===== src/hdl/lrs_pkg.sv =====
// ============================================================================
// lrs_pkg
// Shared widths, operation codes and defaults for the latency statistics block.
// ============================================================================
`default_nettype none

package lrs_pkg;

    // Field and accumulator widths
    localparam int LAT_W = 16;
    localparam int OP_W  = 2;
    localparam int TSUM_W = 48;
    localparam int TCNT_W = 32;

    // Default depth of the moving-average window
    localparam int WINDOW_DEF = 10;

    // Operation codes
    localparam logic [OP_W-1:0] OP_SAMPLE = 2'd0;
    localparam logic [OP_W-1:0] OP_START  = 2'd1;
    localparam logic [OP_W-1:0] OP_STOP   = 2'd2;

    // Sequencer states, one-hot
    typedef enum logic [4:0] {
        ST_IDLE   = 5'b00001,
        ST_UPDATE = 5'b00010,
        ST_LOAD   = 5'b00100,
        ST_DIV    = 5'b01000,
        ST_OUT    = 5'b10000
    } lrs_state_t;

endpackage

`default_nettype wire


===== src/hdl/latency_running_stats.sv =====
// ============================================================================
// latency_running_stats
// Running latest / moving average / overall mean / max / min over latency
// samples, gated by start and stop events.
// ============================================================================
// A start transaction gives no result. A stop transaction clears the totals,
// maximum and minimum and gives an all-zero result through the handoff
// state. A counted sample goes through these steps from accept to result:
// read the oldest window entry and update the accumulators, load the
// dividers, run shift-and-subtract division (one quotient bit per cycle,
// the window and overall means side by side), and hand the result to the
// output register once it is free. Input is stalled until that handoff.
// The block works on one transaction at a time; a finished result waits in
// the output register while the next transaction is accepted. The window
// ring is not cleared by stop and holds undefined data until written.
// ============================================================================
`default_nettype none

module latency_running_stats
    import lrs_pkg::*;
#(
    parameter int WINDOW = WINDOW_DEF
) (
    input  wire logic               clk,
    input  wire logic               rst_n,
    input  wire logic               in_valid,
    output logic                    in_stall,
    input  wire logic [OP_W-1:0]    operation,
    input  wire logic [LAT_W-1:0]   latency,
    output logic                    out_valid,
    input  wire logic               out_stall,
    output logic [LAT_W-1:0]        latest,
    output logic [LAT_W-1:0]        window_average,
    output logic [LAT_W-1:0]        overall_average,
    output logic [LAT_W-1:0]        maximum,
    output logic [LAT_W-1:0]        minimum
);

    localparam int FILL_W = $clog2(WINDOW + 1);
    localparam int POS_W  = (WINDOW > 1) ? $clog2(WINDOW) : 1;
    localparam int RSUM_W = LAT_W + FILL_W;
    localparam int CNT_W  = $clog2(LAT_W);
    localparam logic [FILL_W-1:0] FILL_FULL = FILL_W'(WINDOW);
    localparam logic [POS_W-1:0]  POS_LAST  = POS_W'(WINDOW - 1);
    localparam logic [CNT_W-1:0]  DIV_LAST  = CNT_W'(LAT_W - 1);

    // Control and statistics state
    lrs_state_t         state_reg, state_next;
    logic               active_reg, active_next;
    logic               stop_reg, stop_next;
    logic [LAT_W-1:0]   sample_reg, sample_next;
    logic [FILL_W-1:0]  fill_reg, fill_next;
    logic [POS_W-1:0]   pos_reg, pos_next;
    logic [RSUM_W-1:0]  rsum_reg, rsum_next;
    logic [TSUM_W-1:0]  tsum_reg, tsum_next;
    logic [TCNT_W-1:0]  tcnt_reg, tcnt_next;
    logic [LAT_W-1:0]   max_reg, max_next;
    logic [LAT_W-1:0]   min_reg, min_next;

    // Divider shift registers
    logic [CNT_W-1:0]   cnt_reg, cnt_next;
    logic [FILL_W-1:0]  wrem_reg, wrem_next;
    logic [LAT_W-1:0]   wquo_reg, wquo_next;
    logic [TCNT_W-1:0]  orem_reg, orem_next;
    logic [LAT_W-1:0]   oquo_reg, oquo_next;
    logic               osat_reg, osat_next;

    // Output register
    logic               ovalid_reg, ovalid_next;
    logic [LAT_W-1:0]   olatest_reg, olatest_next;
    logic [LAT_W-1:0]   owavg_reg, owavg_next;
    logic [LAT_W-1:0]   ooavg_reg, ooavg_next;
    logic [LAT_W-1:0]   omax_reg, omax_next;
    logic [LAT_W-1:0]   omin_reg, omin_next;

    // Window ring memory
    logic [LAT_W-1:0]   ring_mem [WINDOW];
    logic [LAT_W-1:0]   ring_rd_reg;
    logic               ring_wr;

    logic               in_take;
    logic               out_free;
    logic               ring_full;
    logic [TSUM_W:0]    tsum_add;
    logic [FILL_W:0]    wtry;
    logic [FILL_W:0]    wdiff;
    logic [TCNT_W:0]    otry;
    logic [TCNT_W:0]    odiff;

    assign in_stall = (state_reg != ST_IDLE);
    assign in_take  = in_valid && !in_stall;
    assign out_free = !ovalid_reg || !out_stall;
    assign ring_full = (fill_reg == FILL_FULL);
    assign ring_wr  = (state_reg == ST_UPDATE);

    // Saturating accumulate and divider step
    assign tsum_add = {1'b0, tsum_reg} + {{(TSUM_W + 1 - LAT_W){1'b0}}, sample_reg};
    assign wtry  = {wrem_reg, wquo_reg[LAT_W-1]};
    assign wdiff = wtry - {1'b0, fill_reg};
    assign otry  = {orem_reg, oquo_reg[LAT_W-1]};
    assign odiff = otry - {1'b0, tcnt_reg};

    // Ring store: at most one write and one registered read per cycle
    always_ff @(posedge clk)
    begin
        if (ring_wr)
        begin
            ring_mem[pos_reg] <= sample_reg;
        end
        ring_rd_reg <= ring_mem[pos_reg];
    end

    // Sequencer and datapath next state
    always_comb
    begin
        state_next   = state_reg;
        active_next  = active_reg;
        stop_next    = stop_reg;
        sample_next  = sample_reg;
        fill_next    = fill_reg;
        pos_next     = pos_reg;
        rsum_next    = rsum_reg;
        tsum_next    = tsum_reg;
        tcnt_next    = tcnt_reg;
        max_next     = max_reg;
        min_next     = min_reg;
        cnt_next     = cnt_reg;
        wrem_next    = wrem_reg;
        wquo_next    = wquo_reg;
        orem_next    = orem_reg;
        oquo_next    = oquo_reg;
        osat_next    = osat_reg;
        ovalid_next  = ovalid_reg && out_stall;
        olatest_next = olatest_reg;
        owavg_next   = owavg_reg;
        ooavg_next   = ooavg_reg;
        omax_next    = omax_reg;
        omin_next    = omin_reg;

        case (state_reg)
            ST_IDLE:
            begin
                if (in_take)
                begin
                    sample_next = latency;
                    if (operation == OP_START)
                    begin
                        active_next = 1'b1;
                    end
                    else if (operation == OP_STOP)
                    begin
                        active_next = 1'b0;
                        tsum_next   = '0;
                        tcnt_next   = '0;
                        max_next    = '0;
                        min_next    = '0;
                        stop_next   = 1'b1;
                        state_next  = ST_OUT;
                    end
                    else if (operation == OP_SAMPLE && active_reg)
                    begin
                        stop_next  = 1'b0;
                        state_next = ST_UPDATE;
                    end
                end
            end

            // Window, totals and extremes take the new sample
            ST_UPDATE:
            begin
                if (ring_full)
                begin
                    rsum_next = rsum_reg - {{FILL_W{1'b0}}, ring_rd_reg}
                              + {{FILL_W{1'b0}}, sample_reg};
                end
                else
                begin
                    rsum_next = rsum_reg + {{FILL_W{1'b0}}, sample_reg};
                    fill_next = fill_reg + 1'b1;
                end
                pos_next  = (pos_reg == POS_LAST) ? '0 : pos_reg + 1'b1;
                tsum_next = tsum_add[TSUM_W] ? {TSUM_W{1'b1}} : tsum_add[TSUM_W-1:0];
                if (tcnt_reg != {TCNT_W{1'b1}})
                begin
                    tcnt_next = tcnt_reg + 1'b1;
                end
                if (sample_reg > max_reg || max_reg == '0)
                begin
                    max_next = sample_reg;
                end
                if (sample_reg < min_reg || min_reg == '0)
                begin
                    min_next = sample_reg;
                end
                state_next = ST_LOAD;
            end

            // High parts seed the remainders, low parts shift in bit by bit
            ST_LOAD:
            begin
                wrem_next  = rsum_reg[RSUM_W-1:LAT_W];
                wquo_next  = rsum_reg[LAT_W-1:0];
                orem_next  = tsum_reg[TSUM_W-1:LAT_W];
                oquo_next  = tsum_reg[LAT_W-1:0];
                osat_next  = (tsum_reg[TSUM_W-1:LAT_W] >= tcnt_reg);
                cnt_next   = DIV_LAST;
                state_next = ST_DIV;
            end

            // One restoring step per cycle on both dividers
            ST_DIV:
            begin
                if (!wdiff[FILL_W])
                begin
                    wrem_next = wdiff[FILL_W-1:0];
                end
                else
                begin
                    wrem_next = wtry[FILL_W-1:0];
                end
                wquo_next = {wquo_reg[LAT_W-2:0], !wdiff[FILL_W]};
                if (!odiff[TCNT_W])
                begin
                    orem_next = odiff[TCNT_W-1:0];
                end
                else
                begin
                    orem_next = otry[TCNT_W-1:0];
                end
                oquo_next = {oquo_reg[LAT_W-2:0], !odiff[TCNT_W]};
                if (cnt_reg == '0)
                begin
                    state_next = ST_OUT;
                end
                else
                begin
                    cnt_next = cnt_reg - 1'b1;
                end
            end

            // Hand the result over once the output register is free
            ST_OUT:
            begin
                if (out_free)
                begin
                    ovalid_next  = 1'b1;
                    olatest_next = stop_reg ? '0 : sample_reg;
                    owavg_next   = stop_reg ? '0 : wquo_reg;
                    ooavg_next   = stop_reg ? '0 : (osat_reg ? {LAT_W{1'b1}} : oquo_reg);
                    omax_next    = max_reg;
                    omin_next    = min_reg;
                    state_next   = ST_IDLE;
                end
            end

            default:
            begin
                state_next = ST_IDLE;
            end
        endcase
    end

    always_ff @(posedge clk or negedge rst_n)
    begin
        if (!rst_n)
        begin
            state_reg  <= ST_IDLE;
            active_reg <= 1'b0;
            fill_reg   <= '0;
            pos_reg    <= '0;
            rsum_reg   <= '0;
            tsum_reg   <= '0;
            tcnt_reg   <= '0;
            max_reg    <= '0;
            min_reg    <= '0;
            cnt_reg    <= '0;
            ovalid_reg <= 1'b0;
        end
        else
        begin
            state_reg  <= state_next;
            active_reg <= active_next;
            fill_reg   <= fill_next;
            pos_reg    <= pos_next;
            rsum_reg   <= rsum_next;
            tsum_reg   <= tsum_next;
            tcnt_reg   <= tcnt_next;
            max_reg    <= max_next;
            min_reg    <= min_next;
            cnt_reg    <= cnt_next;
            ovalid_reg <= ovalid_next;
        end
    end

    // Payload registers
    always_ff @(posedge clk)
    begin
        stop_reg    <= stop_next;
        sample_reg  <= sample_next;
        wrem_reg    <= wrem_next;
        wquo_reg    <= wquo_next;
        orem_reg    <= orem_next;
        oquo_reg    <= oquo_next;
        osat_reg    <= osat_next;
        olatest_reg <= olatest_next;
        owavg_reg   <= owavg_next;
        ooavg_reg   <= ooavg_next;
        omax_reg    <= omax_next;
        omin_reg    <= omin_next;
    end

    assign out_valid       = ovalid_reg;
    assign latest          = olatest_reg;
    assign window_average  = owavg_reg;
    assign overall_average = ooavg_reg;
    assign maximum         = omax_reg;
    assign minimum         = omin_reg;

    // Window bookkeeping stays in range
    a_fill_range: assert property (@(posedge clk) disable iff (!rst_n)
        fill_reg <= FILL_FULL)
        else $error("window fill beyond depth");

    a_pos_range: assert property (@(posedge clk) disable iff (!rst_n)
        pos_reg <= POS_LAST)
        else $error("ring position beyond depth");

    // Min never above max; an unset max implies an unset min
    a_extremes: assert property (@(posedge clk) disable iff (!rst_n)
        min_reg <= max_reg)
        else $error("max/min trackers out of step");

    // Window remainder stays below the divisor during division
    a_wrem: assert property (@(posedge clk) disable iff (!rst_n)
        (state_reg == ST_DIV) |-> (wrem_reg < fill_reg))
        else $error("window divider remainder not reduced");

    // A new result is only loaded from the handoff state
    a_out_load: assert property (@(posedge clk) disable iff (!rst_n)
        $rose(ovalid_reg) |-> $past(state_reg == ST_OUT))
        else $error("result appeared outside handoff");

endmodule

`default_nettype wire


===== config.mk =====
export PLATFORM = sky130hd
export DESIGN_NAME = latency_running_stats
export DESIGN_NICKNAME = d
export VERILOG_FILES = /design/src/hdl/lrs_pkg.sv /design/src/hdl/latency_running_stats.sv
export SDC_FILE = /design/constraint.sdc
export NUM_CORES = 1
export LEC_CHECK = 0
export ABC_AREA = 1
export BUFFER_PORTS_ARGS = -buffer_cell sky130_fd_sc_hd__buf_2
export CORE_ASPECT_RATIO = 0.5
export CORE_UTILIZATION = 35
export CTS_CLUSTER_SIZE = 28
export DETAILED_ROUTE_END_ITERATION = 7
export GPL_ROUTABILITY_DRIVEN = 0
export PLACE_DENSITY = 0.52
export REMOVE_ABC_BUFFERS = 1
export SYNTH_ARGS = -nofsm -noshare
export SYNTH_HDL_FRONTEND = slang
export SYNTH_SLANG_ARGS = --single-unit

===== constraint.sdc =====
create_clock -name clk -period 6 [get_ports clk]
set_input_delay 0.3 -clock clk [delete_from_list [all_inputs] [get_ports clk]]
set_output_delay 0.3 -clock clk [all_outputs]
set_load 0.05 [all_outputs]

After elaboration in Yosys (flattened, before gate mapping)
Memory sizes are Yosys's and may differ from the RTL's. A register that Yosys moved wholly into a read port is not among the register bits. Cells that the tools add are included.

Bitwise gates (word level): 2. Add/sub/neg operators: 10. Reductions and logical operators: 30. Equal/unequal tests: 21. Divide/modulo/power cells: 0. Shifts and indexed selects: 0. $mul: 0. $lt $le $gt $ge: 3. Multiplexer cells: 42.

Operator list (number): 48-bit two-way mux (4); 32-bit two-way mux (5); 16-bit case mux with 2 select lines (4); 32-bit case mux with 2 select lines (2); 16-bit two-way mux (6); 48-bit case mux with 2 select lines (1); 48-bit by 16-bit adder with 49-bit output (1); 20-bit by 16-bit adder with 20-bit output (2); 33-bit by 32-bit subtractor with 33-bit output (1); 32-bit by 1-bit adder with 32-bit output (second input constant) (1); 32-bit greater-or-equal comparator (1); 16-bit logical NOT (2); 32-bit inequality test (second input constant) (1); 5-bit two-way mux (6); 5-bit case mux with 5 select lines (1); 20-bit two-way mux (1); 5-bit AND reduction (4); 20-bit by 16-bit subtractor with 20-bit output (1); 16-bit > comparator (1); 16-bit less-than comparator (1); 4-bit case mux with 2 select lines (2); 4-bit two-way mux (3); 2-bit inequality test (second input constant) (6); 4-bit by 1-bit adder with 4-bit output (second input constant) (2); 24 further kinds (49).

Bits in latches: 0. Flip-flop bits (word level): 317. Memories kept: 1. ROM bits: 0. Memory bits (writable): 160. Output and inout port bits: 82. Logic and storage cells: 132.

Memory list: ring_mem (depth 10, bits a word 16, rd ports 1, clocked after Yosys merged registers in 1, wr ports 1, line latency_running_stats.sv:77) `logic [LAT_W-1:0] ring_mem [WINDOW];`.

Longest topological paths before layout
Depth after elaboration: 7. Mapped depth: 18. Gate-level depth less buffers: 17.

Worst setup path after synthesis
OpenSTA, ideal clock, no wires.

Path type: register -> register. From: register state_reg[2]. To: register olatest_reg[0], in the netlist latest[0] (enable). Setup time: 0.544 ns. Stages on the path, launching flop included: 4. Slack: 0.864 ns. Period minus slack after synthesis: 5.136 ns. Data required time: 5.456 ns. Arrival time: 4.591 ns. Cell sequence: dfrtp_1 -> nor2_2 -> nand3_1 -> a21oi_1.

Cells in the longest elaborated chain, start to end: 2.

Ends and longest elaborated chain: start, declared (line latency_running_stats.sv:48) `lrs_state_t state_reg, state_next;`; start signal, assigned (line latency_running_stats.sv:281) `state_reg <= state_next;`; 5-bit == test (line latency_running_stats.sv:140) `case (state_reg)`; 2-bit AND reduction (no source line); end signal, assigned (line latency_running_stats.sv:305) `olatest_reg <= olatest_next;`; end, declared (line latency_running_stats.sv:70) `logic [LAT_W-1:0] olatest_reg, olatest_next;`.

No other way between the ends. A chain may end at the register's enable or synchronous reset.

Final worst setup path
From: register sample_reg[4]. To: register rsum_reg[12].

Cells in the longest elaborated chain, start to end: 2. Elaborated cells on any way between the ends: 3. Those cells by class: add/sub: 2; mux: 1.

Ends and longest elaborated chain: start, declared (line latency_running_stats.sv:51) `logic [LAT_W-1:0] sample_reg, sample_next;`; start signal, assigned (line latency_running_stats.sv:299) `sample_reg <= sample_next;`; 20-bit by 16-bit adder with 20-bit output (on tied branches) (line latency_running_stats.sv:178, latency_running_stats.sv:174); 20-bit two-way mux * (line latency_running_stats.sv:171) `if (ring_full)`; end signal, assigned (line latency_running_stats.sv:285) `rsum_reg <= rsum_next;`; end, declared (line latency_running_stats.sv:54) `logic [RSUM_W-1:0] rsum_reg, rsum_next;`.

Mark *: on every way between the ends. The rest lies on a longest branch, timed or not.

==> metrics <==
share of the synthesized area in the top cell type 33.0%; Largest register FFs 160; Syn Area/Cell 8.14 um2; gr ovfl total 0; port bufs 103; WP data arrival 3.81 ns; CTS H-tree lvls 2; total power 14.2 mW; Setup crit start kind flop; global-route wire length before repair 142000 um; initial antenna violation count 2; Clock Latency Late Sink 0.64 ns; number of global-route vias before repair 24300; CTS root buf clkbuf_16; Worst Setup Path Type flop to flop; sequential area share after synthesis 46.9%; Worst-Margin Slew 1.20 ns; ANT cells 0; num ports 104; Cells after DPL 4806; Die Width 414 um; Fmax 0.300 GHz; height of the chip 208 um; Reg clk slew, reported paths 0.07 ns; yosys warns 0; Initial Util 35.4%; Total Wirelength 92500 um; leakage power 15.1 nW; Sink Count 493; final setup vio count 0; num rows 75; status finished with violations; Finished Layout Cells 4918; EDFF count, synth 326; Final ANT Viol Nets 0; largest net degree at the start of global routing 81; Peak VDD IR 0.247 mV; Fin Setup TNS 0 ns; worst-path maximum fanout 15; CP endpoint kind flop; most frequent cells in the layout nand2_1 (1079), inv_1 (494), edfxtp_1 (326); final worst-path cycle share 55.6%; FF+latch count, synth 493; predominant post-synthesis flop cell edfxtp_1; Detail Placement HPWL 65900 um; vias 25000; WL/cell 18.8 um; Cell variety after synth 56; clock buffer depth 3; failing checks DRC; Crit path required time 6.48 ns; final setup skew 0.0334 ns; Post-Synthesis Cells 3642; ranking of synthesized cells by area edfxtp_1 (33%), nand2_1 (14%), dfrtp_1 (13%); Yosys top cell by area edfxtp_1; number of remaining DRC errors 2; Fillers 8499; met1 usage 29.9%; met2 GRT Util 34.9%; core area 83800 um2; unrepaired setup endpoints after global routing no; commonest non-fill, non-tap cell in the layout nand2_1; max-cap violations 0; vias per inst 5.08; area grow syn2layout 12.3%; asr flop ratio synth 30.6%; share of layout cells above drive strength 1 7.94%; met3 usage 2.67%; max-slew violation count 0; final worst path period need 3.34 ns; Hold Crit Class input pin to flop; Mapped Area 29600 um2; CTS tree built; initial DRC count 2050; Hold WS 0.0833 ns; drt pass-1 iters 7; Post-CTS Setup Inserts 0; PD cells 426 nW/um2; Post-Route Utilization 39.7%; Final Hold Fails 0; gr usage total 21.4%; nets 3962; slew margin rel. 19.6%; DIE AREA 85900 um2; GR peak layer met2; CTS Buf Count 50
-- stage by stage --
stage	instance area, um2	setup slack [ns]
floorplan	29200	0.864
global route	33300	2.45
global placement	31400	2.73
detailed placement	31400	2.70
finish	33300	2.66
CTS	33300	2.69
-- power breakdown --
group	internal (mW)	leakage, nW	switching, mW
registers	4.19	5.11	0.399
logic	1.97	9.19	4.36
clock network	1.78	0.805	1.46
-- layer usage --
metal  share of wire, %  vias to the layer above
met5                  0                        -
met2                 47                      567
met1                 46                    12100
met4                2.6                        0
li1                   -                    12200
met3                4.7                      141
-- path summary, 6_finish.rpt --
kind                                         start                        to  slack (ns)  cells past startpoint
max in group asynchronous                    rst_n   rsum_reg[9]$_DFFE_PN0P_        4.05                      3
setup reg to reg           sample_reg[4]$_DFFE_PP_  rsum_reg[12]$_DFFE_PN0P_        2.66                     15
hold reg to reg             max_reg[8]$_DFFE_PN0P_      maximum[8]$_DFFE_PP_        0.49                      0
hold / removal                        operation[1]    stop_reg$_SDFFCE_PP1P_        0.08                      2
setup / recovery           sample_reg[4]$_DFFE_PP_  rsum_reg[12]$_DFFE_PN0P_        2.66                     15
min in group asynchronous                    rst_n   fill_reg[0]$_DFFE_PN0P_        0.33                      2
-- cell type report --
| cell class | count | area [um2] | share of cell area, % |
|---|---|---|---|
| clock inverter | 27 | 294 | 0.884 |
| inverter | 516 | 1940 | 5.83 |
| tap | 1116 | 1400 | 4.20 |
| timing repair buffer | 161 | 1000 | 3.01 |
| sequential | 493 | 13900 | 41.8 |
| multi-input combinational | 2538 | 13400 | 40.3 |
| clock buffer | 67 | 1360 | 4.07 |
-- cell families (layout without fill, tap and decap cells) --
group,Yosys count,in the layout,share of synthesized area [%]
AOI/OAI and AO/OA,412,412,7.82
xor gates and xnor gates,73,73,2.16
adders and majority gates,180,180,8.11
buffers and inverters,611,771,8.14
DFF,493,493,46.9
and+or+nand+nor,1873,1873,26.9
-- worst max-delay path, stage by stage (launching register included) --
cell	delay (ns)
edfxtp_1	0.81
inv_1	0.21
fa_1	0.57
inv_1	0.04
ha_1	0.34
nand2_1	0.10
inv_1	0.08
nand3_1	0.06
o21ai_0	0.41
nand2_1	0.13
nand2_1	0.08
nand2_1	0.05
nand3_1	0.06
nand2_1	0.08
nand2_1	0.06
o21ai_0	0.10
-- cell usage after synthesis (43+ instances only) --
| master | n |
|---|---|
| a21oi_1 | 144 |
| a31oi_1 | 43 |
| clkbuf_1 | 55 |
| dfrtp_1 | 150 |
| edfxtp_1 | 326 |
| ha_1 | 160 |
| inv_1 | 495 |
| nand2_1 | 1080 |
| nand3_1 | 292 |
| nor2_1 | 292 |
| nor3_1 | 71 |
| o21ai_0 | 119 |
-- repair_timing --
action / 4_1_cts / 5_1_grt
hold endpoints to repair: 96 / 0
hold buffers: 18 / 0
setup endpoints to repair: 0 / 0
resized for setup: 0 / 0
No activity file was read; power rests on OpenSTA's default activity.
